File: config.mk
export PLATFORM = sky130hd
export DESIGN_NAME = servo_pick_place_sequencer_unit
export DESIGN_NICKNAME = d
export VERILOG_FILES = /design/src/rtl/core/spps_pkg.sv /design/src/rtl/core/spps_csr.sv /design/src/rtl/core/spps_engine.sv /design/src/rtl/core/servo_pick_place_sequencer_unit.sv
export SDC_FILE = /design/constraint.sdc
export NUM_CORES = 1
export LEC_CHECK = 0
export ABC_AREA = 1
export BUFFER_PORTS_ARGS = -buffer_cell sky130_fd_sc_hd__buf_2
export CAP_MARGIN = 20
export CORE_MARGIN = 2
export CORE_UTILIZATION = 57
export DETAILED_ROUTE_END_ITERATION = 8
export PLACE_DENSITY = 0.77
export SETUP_SLACK_MARGIN = 0.1
export SLEW_MARGIN = 20
export SYNTH_ARGS = -nofsm -noshare
export SYNTH_HDL_FRONTEND = slang
export SYNTH_SLANG_ARGS = --single-unit
File: constraint.sdc
create_clock -name clock -period 4.65 [get_ports clock]
set_clock_uncertainty 0.05 [all_clocks]
set_input_delay 0.6975 -clock clock [delete_from_list [all_inputs] [get_ports clock]]
set_output_delay 0.6975 -clock clock [all_outputs]
set_load 0.02 [all_outputs]
File: src/rtl/core/spps_pkg.sv
// Shared types, constants and helper functions of the servo pick-and-place sequencer.
`timescale 1ns / 1ps

package spps_pkg;

   localparam int POS_W  = 10;
   localparam int TICK_W = 11;
   localparam int STEP_W = 8;
   localparam int CH_W   = 2;
   localparam int IDX_W  = 3;

   localparam logic [POS_W-1:0]  HOME_BASE     = 10'd330;
   localparam logic [POS_W-1:0]  HOME_SHOULDER = 10'd150;
   localparam logic [POS_W-1:0]  HOME_ELBOW    = 10'd300;
   localparam logic [POS_W-1:0]  REST_SHOULDER = 10'd150;
   localparam logic [POS_W-1:0]  REST_ELBOW    = 10'd300;
   localparam logic [POS_W-1:0]  POS_MIN       = 10'd150;
   localparam logic [POS_W-1:0]  POS_MAX       = 10'd600;
   localparam logic [POS_W-1:0]  MIRROR        = 10'd750;
   localparam logic [TICK_W-1:0] TICK_MAX      = 11'd2047;
   localparam logic [TICK_W-1:0] WAIT_MAX      = 11'd1278;

   // Register reset values
   localparam logic [STEP_W-1:0] RST_STEP_INTERVAL = 8'd12;
   localparam logic [POS_W-1:0]  RST_GRIP_PAUSE    = 10'd500;
   localparam logic [POS_W-1:0]  RST_BASE_LOW      = 10'd250;
   localparam logic [POS_W-1:0]  RST_BASE_HIGH     = 10'd450;
   localparam logic [POS_W-1:0]  RST_SHOULDER_HIGH = 10'd380;
   localparam logic [POS_W-1:0]  RST_ELBOW_HIGH    = 10'd380;
   localparam logic [POS_W-1:0]  RST_GRIP_OPEN     = 10'd510;
   localparam logic [POS_W-1:0]  RST_GRIP_CLOSE    = 10'd410;

   // Register indexes
   localparam logic [IDX_W-1:0] REG_STEP_INTERVAL = 3'd0;
   localparam logic [IDX_W-1:0] REG_GRIP_PAUSE    = 3'd1;
   localparam logic [IDX_W-1:0] REG_BASE_LOW      = 3'd2;
   localparam logic [IDX_W-1:0] REG_BASE_HIGH     = 3'd3;
   localparam logic [IDX_W-1:0] REG_SHOULDER_HIGH = 3'd4;
   localparam logic [IDX_W-1:0] REG_ELBOW_HIGH    = 3'd5;
   localparam logic [IDX_W-1:0] REG_GRIP_OPEN     = 3'd6;
   localparam logic [IDX_W-1:0] REG_GRIP_CLOSE    = 3'd7;

   // Servo channels
   localparam logic [CH_W-1:0] CH_BASE     = 2'd0;
   localparam logic [CH_W-1:0] CH_SHOULDER = 2'd1;
   localparam logic [CH_W-1:0] CH_ELBOW    = 2'd2;
   localparam logic [CH_W-1:0] CH_GRIPPER  = 2'd3;

   typedef enum logic [7:0] {
      PH_BASE_DOWN     = 8'b0000_0001,
      PH_SHOULDER_UP   = 8'b0000_0010,
      PH_ELBOW_UP      = 8'b0000_0100,
      PH_GRIP_OPEN     = 8'b0000_1000,
      PH_GRIP_CLOSE    = 8'b0001_0000,
      PH_ELBOW_DOWN    = 8'b0010_0000,
      PH_SHOULDER_DOWN = 8'b0100_0000,
      PH_BASE_UP       = 8'b1000_0000
   } phase_type;

   typedef struct packed {
      logic [STEP_W-1:0] step_interval;
      logic [POS_W-1:0]  grip_pause;
      logic [POS_W-1:0]  base_low;
      logic [POS_W-1:0]  base_high;
      logic [POS_W-1:0]  shoulder_high;
      logic [POS_W-1:0]  elbow_high;
      logic [POS_W-1:0]  grip_open;
      logic [POS_W-1:0]  grip_close;
   } cfg_type;

   typedef struct packed {
      logic             emit;
      logic             servo_write;
      logic [CH_W-1:0]  channel;
      logic [POS_W-1:0] pulse_count;
      logic [POS_W-1:0] position;
      logic             cycle_done;
   } result_type;

   function automatic logic [POS_W-1:0] clamp_pos(input logic [POS_W-1:0] val);
      logic [POS_W-1:0] p;
      if (val < POS_MIN) begin
         p = POS_MIN;
      end else if (val > POS_MAX) begin
         p = POS_MAX;
      end else begin
         p = val;
      end
      return p;
   endfunction

endpackage

File: src/rtl/core/spps_csr.sv
// Configuration register file of the servo pick-and-place sequencer.
`timescale 1ns / 1ps

module spps_csr (
   input  logic                        clock,
   input  logic                        reset,
   input  logic                        csr_valid,
   output logic                        csr_ready,
   input  logic [spps_pkg::IDX_W-1:0]  csr_index,
   input  logic [spps_pkg::POS_W-1:0]  csr_wdata,
   output spps_pkg::cfg_type           cfg
);

   spps_pkg::cfg_type cfg_ff;
   spps_pkg::cfg_type cfg_in;

   assign csr_ready = 1'b1;
   assign cfg       = cfg_ff;

   always_comb begin
      cfg_in = cfg_ff;
      if (csr_valid) begin
         unique case (csr_index)
            spps_pkg::REG_STEP_INTERVAL:
               cfg_in.step_interval = csr_wdata[spps_pkg::STEP_W-1:0];
            spps_pkg::REG_GRIP_PAUSE:    cfg_in.grip_pause    = csr_wdata;
            spps_pkg::REG_BASE_LOW:      cfg_in.base_low      = csr_wdata;
            spps_pkg::REG_BASE_HIGH:     cfg_in.base_high     = csr_wdata;
            spps_pkg::REG_SHOULDER_HIGH: cfg_in.shoulder_high = csr_wdata;
            spps_pkg::REG_ELBOW_HIGH:    cfg_in.elbow_high    = csr_wdata;
            spps_pkg::REG_GRIP_OPEN:     cfg_in.grip_open     = csr_wdata;
            spps_pkg::REG_GRIP_CLOSE:    cfg_in.grip_close    = csr_wdata;
            default:                     cfg_in = cfg_ff;
         endcase
      end
   end

   always_ff @(posedge clock) begin
      if (reset) begin
         cfg_ff.step_interval <= spps_pkg::RST_STEP_INTERVAL;
         cfg_ff.grip_pause    <= spps_pkg::RST_GRIP_PAUSE;
         cfg_ff.base_low      <= spps_pkg::RST_BASE_LOW;
         cfg_ff.base_high     <= spps_pkg::RST_BASE_HIGH;
         cfg_ff.shoulder_high <= spps_pkg::RST_SHOULDER_HIGH;
         cfg_ff.elbow_high    <= spps_pkg::RST_ELBOW_HIGH;
         cfg_ff.grip_open     <= spps_pkg::RST_GRIP_OPEN;
         cfg_ff.grip_close    <= spps_pkg::RST_GRIP_CLOSE;
      end else begin
         cfg_ff <= cfg_in;
      end
   end

endmodule

File: src/rtl/core/spps_engine.sv
// Sequencer state and one-tick step logic: tick timer, phase machine, clamp and mirror.
`timescale 1ns / 1ps

module spps_engine (
   input  logic                 clock,
   input  logic                 reset,
   input  logic                 step_en,
   input  logic                 restart,
   input  logic                 driver_ready,
   input  spps_pkg::cfg_type    cfg,
   output spps_pkg::result_type res
);

   spps_pkg::phase_type               phase_ff, phase_in, phase_cur;
   logic [spps_pkg::POS_W-1:0]        base_pos_ff, base_pos_in, base_cur;
   logic [spps_pkg::POS_W-1:0]        shoulder_pos_ff, shoulder_pos_in, shoulder_cur;
   logic [spps_pkg::POS_W-1:0]        elbow_pos_ff, elbow_pos_in, elbow_cur;
   logic [spps_pkg::TICK_W-1:0]       tick_count_ff, tick_count_in, tick_inc;
   logic [spps_pkg::TICK_W-1:0]       wait_target_ff, wait_target_in;
   logic                              due;
   logic                              wr;
   logic                              status;
   logic [spps_pkg::CH_W-1:0]         wr_ch;
   logic [spps_pkg::POS_W-1:0]        wr_val;
   logic [spps_pkg::POS_W-1:0]        clamped;

   always_comb begin
      // restart reloads the home pose before this tick is evaluated
      if (restart) begin
         phase_cur    = spps_pkg::PH_BASE_DOWN;
         base_cur     = spps_pkg::HOME_BASE;
         shoulder_cur = spps_pkg::HOME_SHOULDER;
         elbow_cur    = spps_pkg::HOME_ELBOW;
      end else begin
         phase_cur    = phase_ff;
         base_cur     = base_pos_ff;
         shoulder_cur = shoulder_pos_ff;
         elbow_cur    = elbow_pos_ff;
      end

      tick_inc = (tick_count_ff == spps_pkg::TICK_MAX) ? tick_count_ff
                                                       : tick_count_ff + 1'b1;
      due = (tick_inc >= wait_target_ff);

      phase_in        = phase_cur;
      base_pos_in     = base_cur;
      shoulder_pos_in = shoulder_cur;
      elbow_pos_in    = elbow_cur;
      tick_count_in   = tick_inc;
      wait_target_in  = wait_target_ff;
      wr              = 1'b0;
      status          = 1'b0;
      wr_ch           = spps_pkg::CH_BASE;
      wr_val          = base_cur;

      if (due) begin
         tick_count_in  = '0;
         wait_target_in = {{(spps_pkg::TICK_W-spps_pkg::STEP_W){1'b0}}, cfg.step_interval};
         unique case (phase_cur)
            spps_pkg::PH_BASE_DOWN: begin
               if (base_cur > cfg.base_low) begin
                  base_pos_in = base_cur - 1'b1;
                  wr     = 1'b1;
                  wr_ch  = spps_pkg::CH_BASE;
                  wr_val = base_pos_in;
               end else begin
                  phase_in = spps_pkg::PH_SHOULDER_UP;
               end
            end
            spps_pkg::PH_SHOULDER_UP: begin
               if (shoulder_cur < cfg.shoulder_high) begin
                  shoulder_pos_in = shoulder_cur + 1'b1;
                  wr     = 1'b1;
                  wr_ch  = spps_pkg::CH_SHOULDER;
                  wr_val = shoulder_pos_in;
               end else begin
                  phase_in = spps_pkg::PH_ELBOW_UP;
               end
            end
            spps_pkg::PH_ELBOW_UP: begin
               if (elbow_cur < cfg.elbow_high) begin
                  elbow_pos_in = elbow_cur + 1'b1;
                  wr     = 1'b1;
                  wr_ch  = spps_pkg::CH_ELBOW;
                  wr_val = elbow_pos_in;
               end else begin
                  phase_in = spps_pkg::PH_GRIP_OPEN;
               end
            end
            spps_pkg::PH_GRIP_OPEN: begin
               wr       = 1'b1;
               wr_ch    = spps_pkg::CH_GRIPPER;
               wr_val   = cfg.grip_open;
               phase_in = spps_pkg::PH_GRIP_CLOSE;
               // hold the open gripper for the extra pause
               wait_target_in = {{(spps_pkg::TICK_W-spps_pkg::STEP_W){1'b0}}, cfg.step_interval}
                              + {{(spps_pkg::TICK_W-spps_pkg::POS_W){1'b0}}, cfg.grip_pause};
            end
            spps_pkg::PH_GRIP_CLOSE: begin
               wr       = 1'b1;
               wr_ch    = spps_pkg::CH_GRIPPER;
               wr_val   = cfg.grip_close;
               phase_in = spps_pkg::PH_ELBOW_DOWN;
            end
            spps_pkg::PH_ELBOW_DOWN: begin
               if (elbow_cur > spps_pkg::REST_ELBOW) begin
                  elbow_pos_in = elbow_cur - 1'b1;
                  wr     = 1'b1;
                  wr_ch  = spps_pkg::CH_ELBOW;
                  wr_val = elbow_pos_in;
               end else begin
                  phase_in = spps_pkg::PH_SHOULDER_DOWN;
               end
            end
            spps_pkg::PH_SHOULDER_DOWN: begin
               if (shoulder_cur > spps_pkg::REST_SHOULDER) begin
                  shoulder_pos_in = shoulder_cur - 1'b1;
                  wr     = 1'b1;
                  wr_ch  = spps_pkg::CH_SHOULDER;
                  wr_val = shoulder_pos_in;
               end else begin
                  phase_in = spps_pkg::PH_BASE_UP;
               end
            end
            spps_pkg::PH_BASE_UP: begin
               if (base_cur < cfg.base_high) begin
                  base_pos_in = base_cur + 1'b1;
                  wr     = 1'b1;
                  wr_ch  = spps_pkg::CH_BASE;
                  wr_val = base_pos_in;
               end else begin
                  // cycle complete: back to home and publish status
                  phase_in        = spps_pkg::PH_BASE_DOWN;
                  base_pos_in     = spps_pkg::HOME_BASE;
                  shoulder_pos_in = spps_pkg::HOME_SHOULDER;
                  elbow_pos_in    = spps_pkg::HOME_ELBOW;
                  status          = 1'b1;
               end
            end
            default: begin
               phase_in = spps_pkg::PH_BASE_DOWN;
            end
         endcase
      end

      clamped = spps_pkg::clamp_pos(wr_val);

      res = '0;
      if (status) begin
         res.emit       = 1'b1;
         res.cycle_done = 1'b1;
      end else if (wr && driver_ready) begin
         res.emit        = 1'b1;
         res.servo_write = 1'b1;
         res.channel     = wr_ch;
         res.position    = clamped;
         res.pulse_count = (wr_ch == spps_pkg::CH_SHOULDER || wr_ch == spps_pkg::CH_ELBOW)
                         ? spps_pkg::MIRROR - clamped : clamped;
      end
   end

   always_ff @(posedge clock) begin
      if (reset) begin
         phase_ff        <= spps_pkg::PH_BASE_DOWN;
         base_pos_ff     <= spps_pkg::HOME_BASE;
         shoulder_pos_ff <= spps_pkg::HOME_SHOULDER;
         elbow_pos_ff    <= spps_pkg::HOME_ELBOW;
         tick_count_ff   <= '0;
         wait_target_ff  <= {{(spps_pkg::TICK_W-spps_pkg::STEP_W){1'b0}},
                             spps_pkg::RST_STEP_INTERVAL};
      end else if (step_en) begin
         phase_ff        <= phase_in;
         base_pos_ff     <= base_pos_in;
         shoulder_pos_ff <= shoulder_pos_in;
         elbow_pos_ff    <= elbow_pos_in;
         tick_count_ff   <= tick_count_in;
         wait_target_ff  <= wait_target_in;
      end
   end

`ifndef NO_ASSERTIONS
   a_emit_only_on_step: assert property (@(posedge clock) disable iff (reset)
      res.emit |-> due)
      else $error("result raised on a tick that takes no step");

   a_tick_restarts: assert property (@(posedge clock) disable iff (reset)
      step_en && due |=> tick_count_ff == '0)
      else $error("tick counter not cleared after a step");

   a_wait_bounded: assert property (@(posedge clock) disable iff (reset)
      wait_target_ff <= spps_pkg::WAIT_MAX)
      else $error("wait target beyond interval plus pause");

   a_home_after_cycle: assert property (@(posedge clock) disable iff (reset)
      step_en && res.cycle_done |=> phase_ff == spps_pkg::PH_BASE_DOWN
                                    && base_pos_ff == spps_pkg::HOME_BASE
                                    && elbow_pos_ff == spps_pkg::HOME_ELBOW)
      else $error("home pose not reloaded at end of cycle");
`endif

endmodule

File: src/rtl/core/servo_pick_place_sequencer_unit.sv
// Top level of the servo pick-and-place sequencer: input and result registers around the engine.
`timescale 1ns / 1ps

// A tick is held in the input register; a result it emits is loaded into the result register.
// Throughput: one tick per cycle while rsp_ready is high, as the input register then moves every
// cycle; the result register loads on each emit, and a waiting result still lets one tick be held.
// Reset (synchronous, active high) clears all handshake state, the registers to their
// defaults and the sequencer to its first phase with the home pose and a cleared tick counter.
module servo_pick_place_sequencer_unit (
   input  logic                        clock,
   input  logic                        reset,
   input  logic                        req_valid,
   output logic                        req_ready,
   input  logic                        req_restart,
   input  logic                        req_driver_ready,
   output logic                        rsp_valid,
   input  logic                        rsp_ready,
   output logic                        rsp_servo_write,
   output logic [spps_pkg::CH_W-1:0]   rsp_channel,
   output logic [spps_pkg::POS_W-1:0]  rsp_pulse_count,
   output logic [spps_pkg::POS_W-1:0]  rsp_position,
   output logic                        rsp_cycle_done,
   input  logic                        csr_valid,
   output logic                        csr_ready,
   input  logic [spps_pkg::IDX_W-1:0]  csr_index,
   input  logic [spps_pkg::POS_W-1:0]  csr_wdata
);

   spps_pkg::cfg_type    cfg;
   spps_pkg::result_type res;

   logic in_valid_ff, in_valid_in;
   logic in_restart_ff;
   logic in_driver_ready_ff;
   logic rsp_valid_ff, rsp_valid_in;
   logic rsp_servo_write_ff;
   logic [spps_pkg::CH_W-1:0]  rsp_channel_ff;
   logic [spps_pkg::POS_W-1:0] rsp_pulse_count_ff;
   logic [spps_pkg::POS_W-1:0] rsp_position_ff;
   logic rsp_cycle_done_ff;
   logic req_xfer;
   logic fire;
   logic load_rsp;

   spps_csr u_csr (
      .clock     (clock),
      .reset     (reset),
      .csr_valid (csr_valid),
      .csr_ready (csr_ready),
      .csr_index (csr_index),
      .csr_wdata (csr_wdata),
      .cfg       (cfg)
   );

   spps_engine u_engine (
      .clock        (clock),
      .reset        (reset),
      .step_en      (fire),
      .restart      (in_restart_ff),
      .driver_ready (in_driver_ready_ff),
      .cfg          (cfg),
      .res          (res)
   );

   // advance the held tick whenever the result register is free or being drained
   assign fire      = in_valid_ff && (!rsp_valid_ff || rsp_ready);
   assign req_ready = !in_valid_ff || fire;
   assign req_xfer  = req_valid && req_ready;
   assign load_rsp  = fire && res.emit;

   assign in_valid_in  = req_xfer ? 1'b1 : (fire ? 1'b0 : in_valid_ff);
   assign rsp_valid_in = load_rsp ? 1'b1 : (rsp_ready ? 1'b0 : rsp_valid_ff);

   always_ff @(posedge clock) begin
      if (reset) begin
         in_valid_ff  <= 1'b0;
         rsp_valid_ff <= 1'b0;
      end else begin
         in_valid_ff  <= in_valid_in;
         rsp_valid_ff <= rsp_valid_in;
      end
   end

   always_ff @(posedge clock) begin
      if (req_xfer) begin
         in_restart_ff      <= req_restart;
         in_driver_ready_ff <= req_driver_ready;
      end
      if (load_rsp) begin
         rsp_servo_write_ff <= res.servo_write;
         rsp_channel_ff     <= res.channel;
         rsp_pulse_count_ff <= res.pulse_count;
         rsp_position_ff    <= res.position;
         rsp_cycle_done_ff  <= res.cycle_done;
      end
   end

   assign rsp_valid       = rsp_valid_ff;
   assign rsp_servo_write = rsp_servo_write_ff;
   assign rsp_channel     = rsp_channel_ff;
   assign rsp_pulse_count = rsp_pulse_count_ff;
   assign rsp_position    = rsp_position_ff;
   assign rsp_cycle_done  = rsp_cycle_done_ff;

endmodule
==> impl_metrics.py, run 1 <==
metrics = {
    "outcome": {
        "status": "complete, but fails checks",
        "violations": "setup timing",
    },
    "placement": {
        "place_area_um2": 13420,
        "post-dp-hpwl_um": 31990,
        "portBuffers": 45,
        "gp_congestion": 1.020,
        "post-place-cells": 2275,
        "pre_cts_ws_ns": 0.04631,
    },
    "timing": {
        "slew_headroom_pct": 35.26,
        "hold_violations": 0,
        "tightest_slew_ns": 0.9697,
        "rsz0062_at_grt": "yes",
        "maxSlewViolCount": 0,
        "setup_viol": 6,
        "finalCritPeriodShare_pct": 103.5,
        "worst_slack_ns": -0.1647,
        "fmax_ghz": 0.2077,
        "holdWs_ns": 0.4075,
        "fin_crit_ns": 4.815,
    },
    "power": {
        "internal_power_mw": 2.472,
        "clkPwrFrac_pct": 39.7,
        "cellPowerDensity_nw_per_um2": 256.1,
        "p_sw_mw": 1.217,
        "worst_ir_drop_vdd_mv": 0.2508,
        "combPwrFrac_pct": 19.1,
        "switching_share_pct": 32.98,
        "p_seq_share_pct": 41.1,
        "leakagePower_nw": 6.960,
    },
    "final_layout": {
        "regArea_um2": 3557,
        "drive_gt1_share_pct": 18.69,
        "fin_area_um2": 14400,
        "fin_util_pct": 68.52,
        "fillCellCount": 1879,
        "multiInputGateArea_um2": 7619,
        "final_common_cell": "nand2_1",
        "nets": 2120,
        "n_antenna_cell": 0,
        "instances_no_fill": 2324,
        "area_growth_pct": 18.22,
        "most-common-layout-cells": "nand2_1, nor2_1, inv_1",
    },
    "floorplan": {
        "die_h_um": 150.2,
        "core_um2": 21020,
        "pin_count": 47,
        "start_util_pct": 57.96,
        "die_w_um": 150.2,
        "die-area_um2": 22560,
        "rows": 53,
    },
    "min_path": {
        "hold_start": "req_driver_ready",
        "hold_path_depth": 1,
        "whs_endpoint": "in_driver_ready_ff$_DFFE_PP_",
        "hold_class": "input pin to flop",
    },
    "worst_setup_path": {
        "worstPathMaxFanout": 7,
        "cpMostUsedCell": "nand2_2",
        "reg2reg_from": "u_engine.tick_count_ff[1]$_SDFFE_PP0P_",
        "worst-r2r-setup-slack_ns": -0.16,
        "criticalPathCategory": "flop to flop",
        "r2r-end": "rsp_pulse_count[7]$_SDFFCE_PP0P_",
        "worstPathArrival_ns": 4.96,
        "crit_slowest_cell": "dfxtp_2",
        "crit_family": "simple AND/OR/NAND/NOR gates",
        "worstSetupStartpointType": "flop",
        "crit_start": "u_engine.tick_count_ff[1]$_SDFFE_PP0P_",
        "cp.required_ns": 4.80,
        "crit_path_end_kind": "flop",
        "path_buf_inv": 6,
        "critical-path-max-stage-delay_ns": 0.36,
        "reg2reg_depth": 36,
    },
    "global_route": {
        "gr-total-overflow": 0,
        "grt_max_degree": 47,
        "grt_pass1_vias": 12300,
        "grt_usage_pct": 37.78,
        "grt_pass1_wl_um": 65880,
        "antenna_found_initial": 0,
    },
    "yosys": {
        "synthDistinctLibCells": 65,
        "synth_enable_flop_cells": 25,
        "synth.avg_cell_area_um2": 6.443,
        "ys_ff_latch": 165,
        "synth_adder_area_share_pct": 6.634,
        "syn_inst": 1891,
        "synth_area_um2": 12180,
        "synth_compound_area_share_pct": 16.87,
        "synth_top_family_by_area": "simple AND/OR/NAND/NOR gates",
        "synth_mux_area_share_pct": 0.08215,
        "yosys_warnings": 0,
        "synth-seq-area-share_pct": 29.16,
        "synth-main-ff-cell": "dfxtp_1",
        "synth_area_leaders": "dfxtp_1, nand2_1, nor2_1",
        "yosys.area_share.xor_xnor_pct": 1.438,
        "synthesis.nets": 1975,
        "yosys.area_share.simple_pct": 35.62,
        "synth_top_cell_area_share_pct": 23.00,
        "synth_area_leader_cell": "dfxtp_1",
        "ys_async_sr_fraction_pct": 0,
    },
    "clocking": {
        "cts.clk_slew.worst_paths_ns": 0.07,
        "cts_tree": "done",
        "insertion_delay_ns": 0.44,
        "cts_buffers": 17,
        "hold_buffers": 0,
        "clkSinkCount": 165,
        "htree_levels": 4,
        "cts_root_buffer": "clkbuf_16",
        "clockBufferDepth": 2,
    },
    "detailed_routing": {
        "dr_total_vias": 13550,
        "antenna_left": 0,
        "wl_per_cell_um": 18.61,
        "wl_um": 43260,
        "viasPerCell": 5.830,
        "drtIter0Drc": 992,
        "firstDrtPassIters": 6,
        "drc": 0,
    },
    "job": {
        "maxCapViolCount": 0,
    },
}
state kept, by name (all words and copies together) (netlist names):
| name | flops |
|---|---|
| u_engine.tick_count_ff | 11 |
| u_engine.wait_target_ff | 11 |
| u_csr.cfg | 78 |
| rsp_valid | 1 |
| in_valid_ff | 1 |
| u_engine.phase_ff | 8 |
| rsp_position | 9 |
| in_driver_ready_ff | 1 |
| in_restart_ff | 1 |
| rsp_channel | 2 |
| rsp_pulse_count | 10 |
| u_engine.elbow_pos_ff | 10 |
| u_engine.base_pos_ff | 10 |
| u_engine.shoulder_pos_ff | 10 |
| rsp_cycle_done | 1 |
| rsp_servo_write | 1 |
area by class of cell:
type                            count  area share, %
Clock buffer                       18          3.049
Clock inverter                     14          1.103
Inverter                          227          5.985
Multi-Input combinational cell   1425          52.89
Sequential cell                   165          24.70
Tap cell                          275          2.389
Timing Repair Buffer              200          9.885
worst register-to-register path: cells and delay by family (launching register included):
kind / cells / cell delay [ns]
AND/OR/NAND/NOR: 25 / 2.85
buffers and inverters: 6 / 0.56
adder cells (fa/ha/maj): 2 / 0.47
flip-flops: 1 / 0.36
AO/OA/AOI/OAI: 2 / 0.22
XOR/XNOR: 1 / 0.09
stage by stage:
stage                     total power, mW  setup TNS [ns]
after floorplan                     1.957               0
after global placement              2.179               0
after detailed placement            2.192               0
after CTS                           3.632               0
after global routing                3.805          -3.479
final                               3.689         -0.7118
layer usage:
layer | global-route usage [%] | wire length [um]
met3 | 8.333 | 4243
met4 | 13.96 | 1510
met2 | 59.06 | 19010
met1 | 51.18 | 18490
met5 | 0 | 0
what timing repair did:
action                     CTS  global route
pin swaps                    1            40
gates resized for setup      6            75
setup endpoints to repair    7            22
setup buffers                0            17
power groups by stage:
stage | sequential [mW] | combinational [mW] | clock [mW]
finish | 1.52 | 0.706 | 1.47
CTS | 1.52 | 0.651 | 1.47
global placement | 1.55 | 0.633 | 0
global route | 1.52 | 0.767 | 1.52
floorplan | 1.54 | 0.414 | 0
detailed placement | 1.55 | 0.644 | 0
cell families after synthesis:
kind of cell,Yosys count
flip-flops,165
buffers and inverters,301
multiplexers,1
other,1
AND/OR/NAND/NOR,985
adder cells (fa/ha/maj),64
AO/OA/AOI/OAI,354
XOR/XNOR,20
synthesized netlist by cell type (3+ instances only):
cell type and count:
nand2_1 490, nor2_1 223, inv_1 204, nand3_1 141, dfxtp_1 140, o21ai_0 139, a21oi_1 109, ha_1 63
o211ai_1 47, clkbuf_1 44, nand2_2 31, nand4_1 31, edfxtp_1 25, nor3_1 17, xor2_1 16, inv_2 14
nor2_2 13, buf_2 12, buf_4 10, nand2_4 9, a221oi_1 8, clkinv_1 7, a31oi_1 6, nand3_2 6
a211oi_1 5, a22oi_1 5, buf_6 5, nor2_4 5, o21ai_1 5, nor3_2 4, xnor2_1 4, o22ai_1 3
o311ai_0 3, or2_2 3
how the worst max path moves through the flow:
stage                                             to  slack, ns  cells past startpoint
CTS                 rsp_pulse_count[6]$_SDFFCE_PP0P_       0.11                     34
finish              rsp_pulse_count[7]$_SDFFCE_PP0P_      -0.16                     36
detailed placement  rsp_pulse_count[6]$_SDFFCE_PP0P_       0.05                     34
floorplan           rsp_pulse_count[6]$_SDFFCE_PP0P_       0.28                     32
global placement    rsp_pulse_count[6]$_SDFFCE_PP0P_       0.18                     34
global route        rsp_pulse_count[7]$_SDFFCE_PP0P_      -0.43                     35
Power figures use the tool's default switching activity.
==> run 2, diff against run 1 <==
- SKIP_CTS_REPAIR_TIMING: not set -> 1
- SKIP_LAST_GASP: not set -> 1
==> run 2 against run 1 <==
  * The flow still finishes with violations (setup timing)
  * Cell area grew 0.23%
  * Global-route usage shrank 0.051 points
  * Via count grew 0.66%
  * Cell count hardly changed
  * Worst hold slack better by 0.00097 ns
  * Combinational power is 1% higher
  * Setup slack improved by 0.069 ns
  * First-iteration DRC count up 15%
  * Clock power about the same
  * Core utilization grew 0.16 points
  * Count of clock-buffer cells in the layout is the same
  * Sequential power about the same
  * Largest cell class unchanged
==> impl_metrics.py, run 2 (synthesis results as in run 1) <==
metrics = {
    "outcome": {
        "status": "complete, but fails checks",
        "violations": "setup timing",
    },
    "final_layout": {
        "final_common_cell": "nand2_1",
        "most-common-layout-cells": "nand2_1, nor2_1, inv_1",
        "drive_gt1_share_pct": 18.60,
        "fin_area_um2": 14440,
        "n_antenna_cell": 0,
        "instances_no_fill": 2323,
        "largest_reg_flops": 78,
        "nets": 2119,
        "area_growth_pct": 18.49,
    },
    "clocking": {
        "cts_buffers": 17,
        "cts_tree": "done",
        "cts.clk_slew.worst_paths_ns": 0.07,
        "cts_root_buffer": "clkbuf_16",
        "clkSinkCount": 165,
        "insertion_delay_ns": 0.44,
        "clockBufferDepth": 2,
        "htree_levels": 4,
    },
    "power": {
        "cellPowerDensity_nw_per_um2": 255.7,
        "internal_power_mw": 2.474,
        "combPwrFrac_pct": 19.3,
        "p_sw_mw": 1.218,
        "clkPwrFrac_pct": 39.6,
        "p_seq_share_pct": 41.1,
        "leakagePower_nw": 6.973,
        "worst_ir_drop_vdd_mv": 0.2515,
        "switching_share_pct": 33.00,
    },
    "floorplan": {
        "die_w_um": 150.2,
        "die-area_um2": 22560,
        "die_h_um": 150.2,
        "rows": 53,
        "core_um2": 21020,
        "start_util_pct": 57.96,
        "pin_count": 47,
    },
    "placement": {
        "gp_congestion": 1.020,
        "post-dp-hpwl_um": 31990,
        "post-place-cells": 2275,
        "pre_cts_ws_ns": 0.04631,
        "portBuffers": 45,
        "place_area_um2": 13420,
    },
    "worst_setup_path": {
        "crit_path_end_kind": "flop",
        "critical-path-max-stage-delay_ns": 0.35,
        "worstPathMaxFanout": 6,
        "crit_slowest_cell": "dfxtp_2",
        "worstPathArrival_ns": 4.87,
        "reg2reg_from": "u_engine.tick_count_ff[1]$_SDFFE_PP0P_",
        "crit_start": "u_engine.tick_count_ff[1]$_SDFFE_PP0P_",
        "cpMostUsedCell": "nand2_2",
        "criticalPathCategory": "flop to flop",
        "worstSetupStartpointType": "flop",
        "cp.required_ns": 4.78,
    },
    "global_route": {
        "grt_max_degree": 47,
        "grt_pass1_wl_um": 65790,
        "grt_usage_pct": 37.73,
        "antenna_found_initial": 1,
        "grt_pass1_vias": 12270,
        "gr-total-overflow": 0,
    },
    "min_path": {
        "hold_class": "input pin to flop",
        "hold_start": "req_driver_ready",
    },
    "detailed_routing": {
        "viasPerCell": 5.871,
        "drc": 0,
        "antenna_left": 0,
        "drtIter0Drc": 1142,
        "firstDrtPassIters": 7,
        "wl_um": 43210,
        "wl_per_cell_um": 18.60,
        "dr_total_vias": 13640,
    },
    "timing": {
        "rsz0062_at_grt": "yes",
        "maxSlewViolCount": 0,
        "slew_headroom_pct": 35.44,
        "finalCritPeriodShare_pct": 102.1,
        "holdWs_ns": 0.4084,
        "fin_crit_ns": 4.746,
        "worst_slack_ns": -0.09578,
        "setup_tns_ns": -0.4679,
        "tightest_slew_ns": 0.9670,
        "setup_viol": 6,
        "hold_violations": 0,
        "fmax_ghz": 0.2107,
    },
    "job": {
        "maxCapViolCount": 0,
    },
}
-- run 2: changes by cell type in the layout (fill, tap and decap cells not counted), moves of 2 or more --
cell / change
buf_6: -3
a21oi_1: +2
a21oi_2: -2
nand2_2: -2
nand3_1: -2
nor2_2: -2
nor2_4: +2
-- run 2: cell type report --
cell class	instances	area, um2
multi-input combinational	1425	7651
inverter	227	864.6
fill	1862	6584
tap	275	344.1
clock inverter	14	158.9
clock buffer	18	439.2
sequential	165	3557
timing repair buffer	199	1423
-- run 2: metal layers --
layer | vias up | global-route usage (%) | share of wire (%)
li1 | 6539 | - | -
met1 | 6261 | 50.97 | 43
met2 | 707 | 59.09 | 44
met3 | 129 | 8.606 | 9.9
met4 | 2 | 13.63 | 3.6
met5 | - | 0 | 0.030
-- run 2: path summary, 6_finish.rpt --
check                                                         to  cells after the start  slack, ns
worst max-delay path            rsp_pulse_count[8]$_SDFFCE_PP0P_                     33       -0.1
worst min-delay path                in_driver_ready_ff$_DFFE_PP_                      1       0.41
worst max register to register  rsp_pulse_count[8]$_SDFFCE_PP0P_                     33       -0.1
worst min register to register         u_csr.cfg[7]$_SDFFE_PP1P_                      2       0.41
-- run 2: worst max-delay path, delay by kind of cell (launching register included) --
kind / cells / cell delay (ns)
AND/OR/NAND/NOR: 21 / 2.59
adder cells (fa/ha/maj): 3 / 0.64
buffers and inverters: 5 / 0.46
flip-flops: 1 / 0.35
AO/OA/AOI/OAI: 3 / 0.32
XOR/XNOR: 1 / 0.07
-- run 2: metrics by stage --
stage,power (mW),util [%]
6_report,3.692,68.68
5_1_grt,3.812,68.68
4_1_cts,3.630,66.69
3_5_place_dp,2.192,63.84
3_3_place_gp,2.179,63.84
2_1_floorplan,1.957,-
-- run 2: power groups by stage --
stage	clock network, mW	registers (mW)	logic [mW]
after detailed placement	0	1.55	0.644
final	1.46	1.52	0.713
after global placement	0	1.55	0.633
after floorplan	0	1.54	0.414
after CTS	1.47	1.52	0.649
after global routing	1.52	1.52	0.774
